===== src/sv/bba_pkg.sv =====
// shared types, constants and helpers for the bitmap block allocator
// no dependencies
`default_nettype none

package bba_pkg;

   localparam int NUM_BLOCKS_DEF = 256;
   localparam int WORD_W         = 64;
   localparam int POS_W          = 6;
   localparam int DEPTH_DEF      = (NUM_BLOCKS_DEF + WORD_W - 1) / WORD_W;
   localparam int ADDR_W_DEF     = (DEPTH_DEF > 1) ? $clog2(DEPTH_DEF) : 1;

   typedef enum logic [1:0] {
      CMD_ALLOC   = 2'd0,
      CMD_REQUEST = 2'd1,
      CMD_RELEASE = 2'd2,
      CMD_NONE    = 2'd3
   } cmd_type;

   typedef enum logic [1:0] {
      ST_CLEAR,
      ST_IDLE,
      ST_READ,
      ST_EVAL
   } state_type;

   typedef struct packed {
      logic [1:0] command;
      logic [7:0] blk_num;
   } req_type;

   typedef struct packed {
      logic       status;
      logic [7:0] granted_block;
      logic [7:0] used_count;
      logic [7:0] free_count;
   } rsp_type;

   typedef struct packed {
      logic       valid;
      logic       status;
      logic [7:0] granted;
      logic       inc;
      logic       dec;
   } done_type;

   // position of the lowest zero bit, zero when the word is full
   function automatic logic [POS_W-1:0] first_zero(input logic [WORD_W-1:0] w);
      logic [POS_W-1:0] pos;
      pos = '0;
      for (int i = WORD_W - 1; i >= 0; i--) begin
         if (!w[i]) begin
            pos = POS_W'(i);
         end
      end
      return pos;
   endfunction

endpackage

`default_nettype wire


===== src/sv/bba_map_mem.sv =====
// used-block bitmap storage, one map word per entry, registered read
// depends on bba_pkg
`default_nettype none

module bba_map_mem #(
   parameter int DEPTH  = bba_pkg::DEPTH_DEF,
   parameter int ADDR_W = bba_pkg::ADDR_W_DEF
) (
   input  wire logic                       clock,
   input  wire logic [ADDR_W-1:0]          rd_addr,
   output logic      [bba_pkg::WORD_W-1:0] rd_data,
   input  wire logic                       wr_en,
   input  wire logic [ADDR_W-1:0]          wr_addr,
   input  wire logic [bba_pkg::WORD_W-1:0] wr_data
);

   logic [bba_pkg::WORD_W-1:0] mem [DEPTH];

   always_ff @(posedge clock) begin
      if (wr_en) begin
         mem[wr_addr] <= wr_data;
      end
   end

   always_ff @(posedge clock) begin
      rd_data <= mem[rd_addr];
   end

endmodule

`default_nettype wire


===== src/sv/bba_ctrl.sv =====
// command sequencer: clearing pass, read-modify-write of map words, first-fit scan
// depends on bba_pkg
`default_nettype none

module bba_ctrl #(
   parameter int NUM_BLOCKS = bba_pkg::NUM_BLOCKS_DEF,
   parameter int DEPTH      = bba_pkg::DEPTH_DEF,
   parameter int ADDR_W     = bba_pkg::ADDR_W_DEF
) (
   input  wire logic                       clock,
   input  wire logic                       reset,
   input  wire logic                       start,
   output logic                            busy,
   input  wire bba_pkg::req_type           req,
   output logic      [ADDR_W-1:0]          mem_rd_addr,
   input  wire logic [bba_pkg::WORD_W-1:0] mem_rd_data,
   output logic                            mem_wr_en,
   output logic      [ADDR_W-1:0]          mem_wr_addr,
   output logic      [bba_pkg::WORD_W-1:0] mem_wr_data,
   output bba_pkg::done_type               done
);

   localparam int POS_W = bba_pkg::POS_W;
   localparam int IDX_W = ADDR_W + POS_W;
   localparam int BLK_W = $clog2(NUM_BLOCKS);
   localparam int ID_W  = (BLK_W > 8) ? BLK_W : 8;
   localparam logic [ID_W-1:0]   ID_LIMIT  = ID_W'(NUM_BLOCKS - 1);
   localparam logic [IDX_W-1:0]  IDX_LIMIT = IDX_W'(NUM_BLOCKS - 1);
   localparam logic [ADDR_W-1:0] LAST_ADDR = ADDR_W'(DEPTH - 1);

   bba_pkg::state_type state_ff, state_in;
   logic [ADDR_W-1:0]  addr_ff, addr_in;
   logic [1:0]         cmd_ff, cmd_in;
   logic [7:0]         id_ff, id_in;

   logic               accept;
   logic               req_id_ok;
   logic               id_ok;
   logic [POS_W-1:0]   id_pos;
   logic               id_bit;
   logic               word_full;
   logic [POS_W-1:0]   zero_pos;
   logic [IDX_W-1:0]   zero_idx;
   logic               zero_ok;
   logic               scan_more;

   assign busy      = (state_ff != bba_pkg::ST_IDLE);
   assign accept    = start && !busy;
   assign req_id_ok = ID_W'(req.blk_num) < ID_LIMIT;
   assign id_ok     = ID_W'(id_ff) < ID_LIMIT;
   assign id_pos    = id_ff[POS_W-1:0];
   assign id_bit    = mem_rd_data[id_pos];
   assign word_full = &mem_rd_data;
   assign zero_pos  = bba_pkg::first_zero(mem_rd_data);
   assign zero_idx  = {addr_ff, zero_pos};
   assign zero_ok   = !word_full && (zero_idx < IDX_LIMIT);
   assign scan_more = (cmd_ff == bba_pkg::CMD_ALLOC) && word_full && (addr_ff != LAST_ADDR);

   always_ff @(posedge clock) begin
      if (reset) begin
         state_ff <= bba_pkg::ST_CLEAR;
         addr_ff  <= '0;
      end else begin
         state_ff <= state_in;
         addr_ff  <= addr_in;
      end
   end

   always_ff @(posedge clock) begin
      cmd_ff <= cmd_in;
      id_ff  <= id_in;
   end

   // next state
   always_comb begin
      state_in = state_ff;
      addr_in  = addr_ff;
      cmd_in   = cmd_ff;
      id_in    = id_ff;
      unique case (state_ff)
         bba_pkg::ST_CLEAR: begin
            if (addr_ff == LAST_ADDR) begin
               state_in = bba_pkg::ST_IDLE;
               addr_in  = '0;
            end else begin
               addr_in = addr_ff + 1'b1;
            end
         end
         bba_pkg::ST_IDLE: begin
            if (accept) begin
               state_in = bba_pkg::ST_READ;
               cmd_in   = req.command;
               id_in    = req.blk_num;
               if (req.command != bba_pkg::CMD_ALLOC && req_id_ok) begin
                  addr_in = ADDR_W'(req.blk_num >> POS_W);
               end else begin
                  addr_in = '0;
               end
            end
         end
         bba_pkg::ST_READ: begin
            state_in = bba_pkg::ST_EVAL;
         end
         bba_pkg::ST_EVAL: begin
            if (scan_more) begin
               state_in = bba_pkg::ST_READ;
               addr_in  = addr_ff + 1'b1;
            end else begin
               state_in = bba_pkg::ST_IDLE;
            end
         end
         default: begin
            state_in = bba_pkg::ST_CLEAR;
            addr_in  = '0;
         end
      endcase
   end

   // outputs
   always_comb begin
      mem_rd_addr  = addr_ff;
      mem_wr_en    = 1'b0;
      mem_wr_addr  = addr_ff;
      mem_wr_data  = mem_rd_data;
      done         = '0;
      done.status  = 1'b1;
      unique case (state_ff)
         bba_pkg::ST_CLEAR: begin
            mem_wr_en   = 1'b1;
            mem_wr_data = '0;
         end
         bba_pkg::ST_EVAL: begin
            done.valid = !scan_more;
            unique case (cmd_ff)
               bba_pkg::CMD_ALLOC: begin
                  if (zero_ok) begin
                     mem_wr_en              = 1'b1;
                     mem_wr_data[zero_pos]  = 1'b1;
                     done.status            = 1'b0;
                     done.granted           = 8'(zero_idx);
                     done.inc               = 1'b1;
                  end
               end
               bba_pkg::CMD_REQUEST: begin
                  if (id_ff != 8'd0 && id_ok && !id_bit) begin
                     mem_wr_en           = 1'b1;
                     mem_wr_data[id_pos] = 1'b1;
                     done.status         = 1'b0;
                     done.granted        = id_ff;
                     done.inc            = 1'b1;
                  end
               end
               bba_pkg::CMD_RELEASE: begin
                  if (id_ok) begin
                     done.status = 1'b0;
                     if (id_bit) begin
                        mem_wr_en           = 1'b1;
                        mem_wr_data[id_pos] = 1'b0;
                        done.dec            = 1'b1;
                     end
                  end
               end
               default: begin
                  done.status = 1'b1;
               end
            endcase
         end
         default: begin
            mem_wr_en = 1'b0;
         end
      endcase
   end

`ifndef ASSERT_OFF
   a_accept_reads: assert property (@(posedge clock) disable iff (reset)
      accept |=> state_ff == bba_pkg::ST_READ)
      else $error("accepted word did not start a map read");

   a_done_in_eval: assert property (@(posedge clock) disable iff (reset)
      done.valid |-> state_ff == bba_pkg::ST_EVAL && !scan_more)
      else $error("result produced outside evaluation");

   a_no_double_mark: assert property (@(posedge clock) disable iff (reset)
      (state_ff == bba_pkg::ST_EVAL && cmd_ff == bba_pkg::CMD_REQUEST && mem_wr_en)
      |-> !id_bit)
      else $error("request marked a block already in use");

   a_inc_dec_excl: assert property (@(posedge clock) disable iff (reset)
      !(done.inc && done.dec))
      else $error("count incremented and decremented together");
`endif

endmodule

`default_nettype wire


===== src/sv/bitmap_block_allocator_unit.sv =====
// bitmap block allocator top level: map memory, sequencer, used count, result register
// depends on bba_pkg, bba_map_mem, bba_ctrl
// request, release and command three: busy through a map read and its evaluation, result registered after evaluation
// allocate: scans k map words from word 0 (1 to ceil(NUM_BLOCKS/64)), a read and an evaluation per word
// one command at a time, next word taken as rsp_valid shows; receiver cannot stall
// reset: synchronous; a clearing pass that zeroes each of the ceil(NUM_BLOCKS/64) map words holds busy high
`default_nettype none

module bitmap_block_allocator_unit #(
   parameter int NUM_BLOCKS = bba_pkg::NUM_BLOCKS_DEF
) (
   input  wire logic             clock,
   input  wire logic             reset,
   input  wire logic             start,
   output logic                  busy,
   input  wire bba_pkg::req_type req_data,
   output logic                  rsp_valid,
   output bba_pkg::rsp_type      rsp_data
);

   localparam int DEPTH  = (NUM_BLOCKS + bba_pkg::WORD_W - 1) / bba_pkg::WORD_W;
   localparam int ADDR_W = (DEPTH > 1) ? $clog2(DEPTH) : 1;
   localparam int CNT_W  = $clog2(NUM_BLOCKS);
   localparam logic [CNT_W-1:0] USABLE = CNT_W'(NUM_BLOCKS - 1);

   logic [ADDR_W-1:0]          mem_rd_addr;
   logic [bba_pkg::WORD_W-1:0] mem_rd_data;
   logic                       mem_wr_en;
   logic [ADDR_W-1:0]          mem_wr_addr;
   logic [bba_pkg::WORD_W-1:0] mem_wr_data;
   bba_pkg::done_type          done;

   logic [CNT_W-1:0]  count_ff, count_in;
   logic              rsp_valid_ff, rsp_valid_in;
   bba_pkg::rsp_type  rsp_ff, rsp_in;

   bba_map_mem #(
      .DEPTH  (DEPTH),
      .ADDR_W (ADDR_W)
   ) u_mem (
      .clock   (clock),
      .rd_addr (mem_rd_addr),
      .rd_data (mem_rd_data),
      .wr_en   (mem_wr_en),
      .wr_addr (mem_wr_addr),
      .wr_data (mem_wr_data)
   );

   bba_ctrl #(
      .NUM_BLOCKS (NUM_BLOCKS),
      .DEPTH      (DEPTH),
      .ADDR_W     (ADDR_W)
   ) u_ctrl (
      .clock       (clock),
      .reset       (reset),
      .start       (start),
      .busy        (busy),
      .req         (req_data),
      .mem_rd_addr (mem_rd_addr),
      .mem_rd_data (mem_rd_data),
      .mem_wr_en   (mem_wr_en),
      .mem_wr_addr (mem_wr_addr),
      .mem_wr_data (mem_wr_data),
      .done        (done)
   );

   always_comb begin
      count_in = count_ff;
      if (done.inc) begin
         count_in = count_ff + 1'b1;
      end else if (done.dec) begin
         count_in = count_ff - 1'b1;
      end
      rsp_valid_in         = done.valid;
      rsp_in.status        = done.status;
      rsp_in.granted_block = done.granted;
      rsp_in.used_count    = 8'(count_in);
      rsp_in.free_count    = 8'(USABLE - count_in);
   end

   always_ff @(posedge clock) begin
      if (reset) begin
         count_ff     <= '0;
         rsp_valid_ff <= 1'b0;
      end else begin
         count_ff     <= count_in;
         rsp_valid_ff <= rsp_valid_in;
      end
   end

   always_ff @(posedge clock) begin
      rsp_ff <= rsp_in;
   end

   assign rsp_valid = rsp_valid_ff;
   assign rsp_data  = rsp_ff;

`ifndef ASSERT_OFF
   a_count_range: assert property (@(posedge clock) disable iff (reset)
      count_ff <= USABLE)
      else $error("used count beyond usable blocks");

   a_counts_sum: assert property (@(posedge clock) disable iff (reset)
      rsp_valid |-> 8'(rsp_data.used_count + rsp_data.free_count) == 8'(NUM_BLOCKS - 1))
      else $error("used and free counts disagree");

   a_reject_no_grant: assert property (@(posedge clock) disable iff (reset)
      rsp_valid && rsp_data.status |-> rsp_data.granted_block == 8'd0)
      else $error("rejected word carries a block number");
`endif

endmodule

`default_nettype wire


===== config.mk =====
export PLATFORM = sky130hd
export DESIGN_NAME = bitmap_block_allocator_unit
export DESIGN_NICKNAME = d
export VERILOG_FILES = /design/src/sv/bba_pkg.sv /design/src/sv/bba_map_mem.sv /design/src/sv/bba_ctrl.sv /design/src/sv/bitmap_block_allocator_unit.sv
export SDC_FILE = /design/constraint.sdc
export NUM_CORES = 1
export LEC_CHECK = 0
export ABC_AREA = 1
export BUFFER_PORTS_ARGS = -buffer_cell sky130_fd_sc_hd__clkbuf_2
export CAP_MARGIN = 20
export CELL_PAD_IN_SITES_DETAIL_PLACEMENT = 1
export CELL_PAD_IN_SITES_GLOBAL_PLACEMENT = 1
export CORE_MARGIN = 8
export CORE_UTILIZATION = 53
export DETAILED_ROUTE_END_ITERATION = 16
export GPL_ROUTABILITY_DRIVEN = 0
export HOLD_SLACK_MARGIN = 0.06
export PLACE_DENSITY = 0.87
export SYNTH_ARGS = -nofsm -noshare
export SYNTH_HDL_FRONTEND = slang
export SYNTH_SLANG_ARGS = --single-unit

===== constraint.sdc =====
create_clock -name clock -period 15.2 [get_ports clock]
set_clock_uncertainty 0.15 [all_clocks]
set_input_delay 1.52 -clock clock [delete_from_list [all_inputs] [get_ports clock]]
set_output_delay 1.52 -clock clock [all_outputs]
set_load 0.005 [all_outputs]

## Word-level counts from Yosys, hierarchy flattened

Memory sizes are Yosys's and may differ from the RTL's. A register that Yosys moved wholly into a read port is not among the register bits.
Cells that the tools add are included.
Widths: inputs -> output; s select.

- Add/sub/neg operators: 4
- Order comparisons: 7
- Equality and inequality tests: 11
- Mux-type cells: 102
- Bitwise operators: 5
- Reduce and logical (&&, ||, !) cells: 23

Operators with widths:

| kind | number |
|---|---|
| $mux 6 | 64 |
| $mux 64 | 4 |
| $pmux 64 s3 | 1 |
| $or 64x64->64 | 2 |
| $pmux 64 s2 | 1 |
| $and 64x64->64 | 1 |
| $not 64->64 | 1 |
| $reduce_and 64->1 | 1 |
| $lt 8x8->1 const B | 3 |
| $mux 10 | 2 |
| $pmux 9 s2 | 1 |
| $mux 2 | 8 |
| $mux 8 | 2 |
| $lt 6x7->1 const B | 2 |
| $demux 1 s6 | 2 |
| $ge 6x1->1 const B | 2 |
| $mux 1 | 11 |
| $logic_and 1x1->1 | 9 |
| $add 8x1->8 const B | 1 |
| $eq 2x2->1 const B | 4 |
| $ne 2x1->1 const B | 4 |
| $pmux 2 s4 | 1 |
| $reduce_bool 8->1 | 1 |
| $sub 8x1->8 const B | 1 |
| 16 further kinds | 23 |

- Bits in registers: 48
- RAM bits: 256
- Bits of input ports: 13
- Output and inout bits: 27
- Word-level logic and storage cells: 163
- Memories: 1

Memory list:

| memory | depth | width | read ports | clocked after memory_dff | write ports | RTL line | RTL |
|---|---|---|---|---|---|---|---|
| u_mem.mem | 4 | 64 | 1 | 1 | 1 | bba_map_mem.sv:17 | `logic [bba_pkg::WORD_W-1:0] mem [DEPTH];` |

## Logic depth before layout (Yosys ltp)

Gate-level depths: netlist of the first run.

- Depth after elaboration: 72
- Depth in mapped cells: 71
- Depth with buffers taken out: 70

## Hierarchy

Synthesis of the first run repeated with hierarchy kept, for this count alone.

- Cell total of the unflattened synthesis: 2314
- Area total of the unflattened synthesis: 18641.6 um^2

By module, submodules not included:

| module | times used | cells an instance | area each (um^2) | seq. area each (um^2) |
|---|---|---|---|---|
| bba_map_mem | 1 | 1074 | 12042.8 | 8968.6 |
| bba_ctrl | 1 | 1119 | 5506.5 | 380.4 |
| bitmap_block_allocator_unit | 1 | 121 | 1092.3 | 680.7 |

## Worst setup path before layout of the first run

No wires, ideal clock.

- Kind: reg-to-reg
- Start: register u_mem.rd_data[63] (netlist name), read port of u_mem.mem
- End: memory u_mem.mem[0][0] (netlist name), enable pin
- Setup time: 486 ps
- Arrival: 6507 ps
- Data required time: 14564 ps
- Path slack: 8057 ps
- Stages on the path, launching flop included: 72
- Path buffers: 1
- Clock period less this slack: 7143 ps
- Cells stage by stage: dfxtp_1 inv_2 nand2_1 nand2_1 nand2_1 nand2_1 nand2_1 nand2_1 nand2_1 nand2_1 nand2_1 nand2_1 nand2_1 nand2_1 nand2_1 nand2_1 nand2_1 nand2_1 [... 36 more ...] nand2_1 nand2_1 nand2_1 nand2_1 nand2_1 nand2_1 nand2_1 nand2_1 nand2_1 a21oi_4 nand4_2 nand3_2 buf_6 nand2_1 nand2_1 nand2_1 nand2_1 nor2_1

- Cells in the longest elaborated chain, start to end: 71
- Elaborated cells on any way between the ends: 80
- Classes of those cells: order compare: 1; mux: 74; reduce/logical: 5

Ends and longest elaborated chain:

| what | RTL line | RTL |
|---|---|---|
| start: declaration | bba_map_mem.sv:11 | `output logic [bba_pkg::WORD_W-1:0] rd_data,` |
| $mux 6 (64 in series) | bba_pkg.sv:52 | `if (!w[i]) begin` |
| $lt 8x8->1 | bba_ctrl.sv:56 | `assign zero_ok = !word_full && (zero_idx < IDX_LIMIT);` |
| $logic_and 1x1->1 | bba_ctrl.sv:56 |  |
| $mux 1 | bba_ctrl.sv:136 | `if (zero_ok) begin` |
| $pmux 1 s3 (*) | bba_ctrl.sv:134 | `unique case (cmd_ff)` |
| $pmux 1 s2 (*) | bba_ctrl.sv:127 | `unique case (state_ff)` |
| $mux 1 (*) | bba_map_mem.sv:20 | `if (wr_en) begin` |
| $mux 1 (not written as such) (*) | bba_map_mem.sv:21 | `mem[wr_addr] <= wr_data;` |
| end: declaration | bba_map_mem.sv:17 |  |

Every way passes the cells marked *; elsewhere a longest branch is shown, timed or not. The select of a mux whose other input is x is not followed.

## Worst setup path in the final report of the first run

- Start: register u_mem.rd_data[63] (netlist name), read port of u_mem.mem
- End: memory u_mem.mem[0][45] (netlist name), enable pin

Same word-level chain as after synthesis.

==> results of run 1 <==
worst max-delay path, delay by kind of cell, from the launching register on:
| kind | cells | cell delay, ns |
|---|---|---|
| compound gates | 1 | 0.11 |
| buf+inv | 2 | 0.74 |
| simple gates | 68 | 5.14 |
| flops | 1 | 0.40 |
sequential cells by signal (all words and copies together), names as in the netlist:
register            flops
u_ctrl.cmd_ff           2
u_ctrl.id_ff            8
rsp_data               25
u_ctrl.state_ff         2
u_ctrl.mem_rd_addr      2
u_mem.mem             256
rsp_valid               1
u_mem.rd_data          64
count_ff                8
how the worst max path moves through the flow:
| stage | slack (ns) | end | startpoint |
|---|---|---|---|
| after floorplan | 8.06 | u_mem.mem[0][0]$_DFFE_PP_ | u_mem.rd_data[63]$_DFF_P_ |
| after global placement | 8.47 | u_mem.mem[2][15]$_DFFE_PP_ | u_mem.rd_data[63]$_DFF_P_ |
| after detailed placement | 8.47 | u_mem.mem[0][46]$_DFFE_PP_ | u_mem.rd_data[63]$_DFF_P_ |
| after CTS | 8.37 | u_mem.mem[3][55]$_DFFE_PP_ | u_mem.rd_data[63]$_DFF_P_ |
| after global routing | 7.60 | u_mem.mem[0][40]$_DFFE_PP_ | u_mem.rd_data[63]$_DFF_P_ |
| final | 8.22 | u_mem.mem[0][45]$_DFFE_PP_ | u_mem.rd_data[63]$_DFF_P_ |
routing by layer:
metal | track usage | vias up
li1 | - | 6683
met1 | 0.3714 | 7252
met2 | 0.4794 | 722
met3 | 0.05799 | 232
met4 | 0.1524 | 0
met5 | 0 | -
cell families after synthesis:
logic type / Yosys count / synth area share
flip-flops: 368 / 0.5814
adder cells (fa/ha/maj): 10 / 0.007253
AND/OR/NAND/NOR: 805 / 0.1883
buffers and inverters: 244 / 0.05461
XOR/XNOR: 12 / 0.006092
AO/OA/AOI/OAI: 470 / 0.1624
where the power goes:
| group | internal [mW] | switching [mW] |
|---|---|---|
| sequential | 1.57 | 0.279 |
| clock | 0.542 | 0.398 |
| combinational | 0.331 | 0.974 |
| total | 2.44 | 1.65 |
final cells by class:
type                    count  area, µm²
multi-input cells        1297       6320
clock buffers              55       1141
well taps                 442      553.0
fillers                  3650      13210
repair buffers             64      415.4
flip-flops and latches    368      10030
clock inverters            14      105.1
inverters                 136      511.7
cell usage after synthesis, drive strengths merged (2+ instances only):
library cell	n	share of area
nand3	86	0.025
nor3	29	0.0096
o22ai	83	0.030
o211ai	2	0.00087
dfxtp	102	0.12
a311oi	2	0.0010
a21oi	59	0.018
xnor2	2	0.0010
o221ai	3	0.0015
nand2	365	0.080
nor2	312	0.069
clkbuf	100	0.022
a221oi	71	0.036
o2111ai	3	0.0015
nor4	2	0.00073
inv	133	0.029
ha	10	0.0073
o41ai	2	0.0010
o21ai	235	0.068
nand4	10	0.0040
a31oi	3	0.0011
clkinv	3	0.00065
buf	8	0.0033
edfxtp	266	0.46
a22oi	3	0.0013
xor2	10	0.0051
==> metrics, run 1 <==
DIE WIDTH approximately 200 µm; Fin Hold WS around 0.35 ns; I/O Buffers 39; antenna violations before repair 0; Area Overhead vs Synth 10.60%; Ports 40; H-tree depth 2; RSZ-0062 raised after global routing false; register area share after synthesis 0.5814; std cell rows 66; Crit. End Element flip-flop; detailed-route vias per instance approximately 6.3; CP max FO 38; Sink Count between 300 and 400; Post-synth EDFFs 266; Startpoint Class flip-flop; leading cell type in the layout, fill and taps excluded nand2_1; clock slew at reported path FFs roughly 0.07 ns; VDD IR max 122.0 µV; Mapped Area ~17,000 µm²; DRT iter0 DRCs approximately 1,500; Lkg Pwr about 7.0 nW; post-route ant nets 0; DIE AREA between 30,000 and 40,000 µm²; CP dominant cell by count nand2_1; drt wl/cell between 20 and 25 µm; share of layout cells above drive strength 1 0.07549; CTS root buffer clkbuf_16; Setup Fix Bufs, Post-CTS 0; post-cts repair resize count 0; fin cells approximately 2,400; routed length on met3 4.253 mm; Final Hold Fails 0; status finished, final reports clean; crit path kind reg2reg; DP Worst Slack ~8.5 ns; Max Used Layer met4; Tightest Hold Check Type reg2reg; Routed WL roughly 57 mm; vias in the first global route about 16,000; post-synthesis net count slightly below 2,000; Worst path slowest cell nor2_4; worst r2r path cells 71; DP HPWL 35.73 mm; maxcap violations 0; Placed Cells ~2,300; Clock Tree Buf Depth 3; Critical Path Max Stage Delay 0.82 ns; Design Power roughly 4 mW; Final Setup Violations 0; largest net degree at the start of global routing approximately 110; Slew @ Worst Pin 1.281 ns; Worst Hold Depth 2; Synth warnings 0; r2r setup slk between 8 and 9 ns; critical path data arrival time 6.99 ns; commonest non-fill, non-tap cells in the layout nand2_1 (364), nor2_1 (304), edfxtp_1 (266); CTS tree done; Worst Hold End u_mem.rd_data[22]$_DFF_P_; Synth Area per Inst ~9 µm²; 1st-pass router iterations 6; Final min period approximately 7.0 ns; period utilisation layout 0.4590; met2 WL approximately 27 mm; Slew HR 0.1425; Required @ worst endpoint about 15 ns; via count 14,890; maximum clock rate about 140 MHz; M1 wire length roughly 23 mm; P per Cell Area between 200 and 250 nW/µm²; clk_lat worst skew ~0.56 ns; Pins Over Slew Limit 0; Fin Setup TNS 0 ns; diode count 0; Setup WS post-layout around 8.2 ns; first-pass GRT wire length 89.15 mm; Cell variety after synth 43; Initial Util 0.5343; die height 196.4 µm; Yosys reg bits ~370; DRC Markers 0; GR Overflow Total 0; FF-to-FF End u_mem.mem[0][45]$_DFFE_PP_; hold path start u_mem.mem[0][22]$_DFFE_PP_; CTS buffer count 39; Core Area 32,290 µm²; ys async rst share 0; Final Util 0.5909; Final #Nets between 1,500 and 2,000; Post-DP Area between 15,000 and 20,000 µm²; worst r2r src u_mem.rd_data[63]$_DFF_P_; Post-synth top flop edfxtp_1; Synth Instances roughly 1,900; post-cts hold buffer count 0; fin area 19,080 µm²; All-Layer GR Usage 0.2947
Power figures use the tool's default switching activity.
==> inputs of run 2 (changes only) <==
--- a/config.mk
+++ b/config.mk
@@ -5,17 +5,17 @@
 export SDC_FILE = /design/constraint.sdc
 export NUM_CORES = 1
 export LEC_CHECK = 0
-export ABC_AREA = 1
+export ABC_AREA = 0
 export BUFFER_PORTS_ARGS = -buffer_cell sky130_fd_sc_hd__clkbuf_2
 export CAP_MARGIN = 20
 export CELL_PAD_IN_SITES_DETAIL_PLACEMENT = 1
 export CELL_PAD_IN_SITES_GLOBAL_PLACEMENT = 1
 export CORE_MARGIN = 8
-export CORE_UTILIZATION = 53
+export CORE_UTILIZATION = 47
 export DETAILED_ROUTE_END_ITERATION = 16
 export GPL_ROUTABILITY_DRIVEN = 0
 export HOLD_SLACK_MARGIN = 0.06
-export PLACE_DENSITY = 0.87
+export PLACE_DENSITY = 0.76
 export SYNTH_ARGS = -nofsm -noshare
 export SYNTH_HDL_FRONTEND = slang
 export SYNTH_SLANG_ARGS = --single-unit
==> constraint.sdc (replaced) <==
create_clock -name clock -period 6.38 [get_ports clock]
set_clock_uncertainty 0.15 [all_clocks]
set_input_delay 0.638 -clock clock [delete_from_list [all_inputs] [get_ports clock]]
set_output_delay 0.638 -clock clock [all_outputs]
set_load 0.005 [all_outputs]
==> run 2 against run 1 <==
  * Via count down 25%
  * Final area down 4.6%
  * Highest routed layer unchanged
  * Largest power group unchanged
  * Sequential power up 140%
  * Critical path type unchanged
  * Critical endpoint is now u_mem.mem[3][40]$_DFFE_PP_
  * Synthesized area down 6.1%
==> metrics, run 2 <==
critical path data arrival time 5.39 ns (-1.60 ns); via count 11,240 (-25%); die height 201.6 µm (+2.6%); Post-synth top flop edfxtp_1; antenna violations before repair 0 (unchanged); Tightest Hold Check Type in2reg; Ports 40 (unchanged); RSZ-0062 raised after global routing false; Pins Over Slew Limit 0 (unchanged); Slew HR 0.1798 (+0.03727); register area share after synthesis 0.6194 (+0.03805); post-cts repair resize count 0 (unchanged); largest net degree at the start of global routing 65 (-41%); DRC Markers 0 (unchanged); fin cells 1,712 (-28%); Commonest cells post-synth edfxtp_1 (266), dfxtp_1 (102), nand2_1 (75), o21ai_0 (73), mux4_2 (72); Mapped Area 16,190 µm² (-6.1%); largest area contributor in the synthesized netlist edfxtp_1; top-area cell type share of the netlist area 0.4933 (+0.03030); Placed Cells 1,641 (-29%); Clock Tree Buf Depth 3 (unchanged); share of layout cells above drive strength 1 0.1909 (+0.1154); DP Worst Slack 0.9938 ns (-7.474 ns); synth top area cells edfxtp_1 (49%), dfxtp_1 (13%), mux4_2 (10%); GR Overflow Total 0 (unchanged); CTS tree done; clk_lat worst skew 0.53 ns (-0.03 ns); largest register by flop count u_mem.mem; Startpoint Class flip-flop; diode count 0 (unchanged); maximum clock rate 185.8 MHz (+30%); vias in the first global route 11,470 (-27%); CTS root buffer clkbuf_16; register area 10,040 µm² (about the same); Worst path slowest cell edfxtp_1; Sink Count 368 (unchanged); Synth Instances 1,195 (-37%); Routed WL 47.15 mm (-17%); maxcap violations 0 (unchanged); drt wl/cell 27.54 µm (+15%); CP max FO 33 (-13%); Cell variety after synth 76 (+77%); Setup WS post-layout 0.9981 ns (-7.226 ns); Core Area 34,200 µm² (+5.9%); Yosys reg bits 368 (unchanged); post-route ant nets 0 (unchanged); Final #Nets 1,250 (-35%); VDD IR max 352.6 µV (+190%); 1st-pass router iterations 6 (unchanged); Critical Path Max Stage Delay 0.99 ns (+0.17 ns); Fin Setup TNS 0 ns (unchanged); All-Layer GR Usage 0.2283 (-0.06643); Fin Hold WS 0.1582 ns (-0.1904 ns); P per Cell Area 505.2 nW/µm² (+140%); DRT iter0 DRCs 1,195 (-18%); Fill cells 3,385 (-7.3%); period utilisation layout 0.8436 (+0.3846); first-pass GRT wire length 72.36 mm (-19%); cell breakdown of the critical path mux4_2 > mux2_2 > a22oi_1 > o211ai_1 > a2111oi_2 > and2_1 > o31ai_2 > a21oi_1 > and2_2 > buf_4; I/O Buffers 39 (unchanged); crit path kind reg2reg; H-tree depth 2 (unchanged); std cell rows 68 (+3.0%); most common cell in the netlist edfxtp_1; clock slew at reported path FFs 0.07 ns (about the same); Required @ worst endpoint 6.38 ns (-8.84 ns); DIE WIDTH 201.6 µm (+2.6%); DP HPWL 31.55 mm (-12%); Crit. End Element flip-flop; leading cell type in the layout, fill and taps excluded edfxtp_1; DIE AREA 40,650 µm² (+5.4%); Initial Util 0.4734 (-0.06089); Lkg Pwr 5.996 nW (-14%); Slew @ Worst Pin 1.221 ns (-0.06057 ns); Area Overhead vs Synth 12.42%; Synth warnings 0 (unchanged); Final Setup Violations 0 (unchanged); Final min period 5.382 ns (-1.594 ns); Post-synth EDFFs 266 (unchanged); Synth Area per Inst 13.55 µm² (+50%); CTS buffer count 38 (-2.6%); ys async rst share 0 (unchanged); area of the multi-input gates 5757 µm² (-8.9%); number of flip-flops in the largest register 256 (unchanged); Final Hold Fails 0 (unchanged); detailed-route vias per instance 6.565 (+4.8%); Final Util 0.5322 (-0.05876); post-cts hold buffer count 0 (unchanged); Setup Fix Bufs, Post-CTS 0 (unchanged); status finished, final reports clean; commonest non-fill, non-tap cells in the layout edfxtp_1 (266), dfxtp_1 (100), nand2_1 (75); post-synthesis net count 1,218 (-37%)
==> run 2: cell count changes after synthesis, moves of 70 or more <==
cell	before	now
o21ai_1	80	2
nand2_1	364	75
o21ai_0	155	73
o22ai_1	83	13
inv_1	130	27
nor2_1	308	58
mux4_2	0	72
==> run 2: stage by stage <==
step	area [µm²]	total power [mW]
detailed placement	16880	6.912
global placement	16880	6.759
finish	18200	9.196
global route	18200	9.587
CTS	18200	9.217
floorplan	16190	5.884
==> run 2: cells by family (layout without fill, tap and decap cells) <==
| logic type | after synthesis | after routing | synth area share |
|---|---|---|---|
| mux | 90 | 90 | 0.1121 |
| flops | 368 | 368 | 0.6194 |
| compound gates | 302 | 302 | 0.1297 |
| fa+ha+maj | 10 | 10 | 0.007727 |
| simple gates | 308 | 308 | 0.09791 |
| buf+inv | 105 | 167 | 0.02666 |
| xor+xnor | 12 | 12 | 0.006491 |
==> run 2: final timing paths <==
| kind | start | to | slack, ns | cells after the start |
|---|---|---|---|---|
| worst max-delay path | u_ctrl.id_ff[0]$_DFFE_PP_ | u_mem.mem[3][40]$_DFFE_PP_ | 1.0 | 10 |
| worst min-delay path | req_data[5] | u_ctrl.id_ff[5]$_DFFE_PP_ | 0.16 | 1 |
| worst min register to register | count_ff[7]$_SDFF_PP0_ | rsp_data[15]$_DFF_P_ | 0.32 | 1 |
| worst max register to register | u_ctrl.id_ff[0]$_DFFE_PP_ | u_mem.mem[3][40]$_DFFE_PP_ | 1.0 | 10 |
==> run 2: final cells by class <==
type	count	area share
clock buffer	58	0.06482
clock inverter	12	0.007492
inverter	28	0.005774
multi-input combinational	722	0.3163
sequential	368	0.5514
tap	455	0.03128
timing repair buffer	69	0.02296
==> run 2: metal layers <==
layer | GRT usage | vias to the layer above | share of wire | wire (µm)
li1 | - | 4812 | - | -
met1 | 0.3040 | 5687 | 0.41 | 19310
met2 | 0.3627 | 567 | 0.47 | 22140
met3 | 0.04310 | 174 | 0.075 | 3558
met4 | 0.09810 | 0 | 0.045 | 2145
met5 | 0 | - | 0 | 0
==> run 2: report_power, final <==
part           leakage, nW  switching (mW)  total [mW]  internal (mW)
registers             3.39           0.696        4.42           3.72
clock network        0.644           0.887        2.28           1.40
logic                 1.96            1.55        2.49          0.940
==> run 2: critical path: cells and delay by family (launching register included) <==
family / cells / cell delay (ns)
compound gates: 5 / 1.30
buf+inv: 1 / 0.56
flops: 1 / 0.99
mux: 2 / 0.91
simple gates: 2 / 1.07
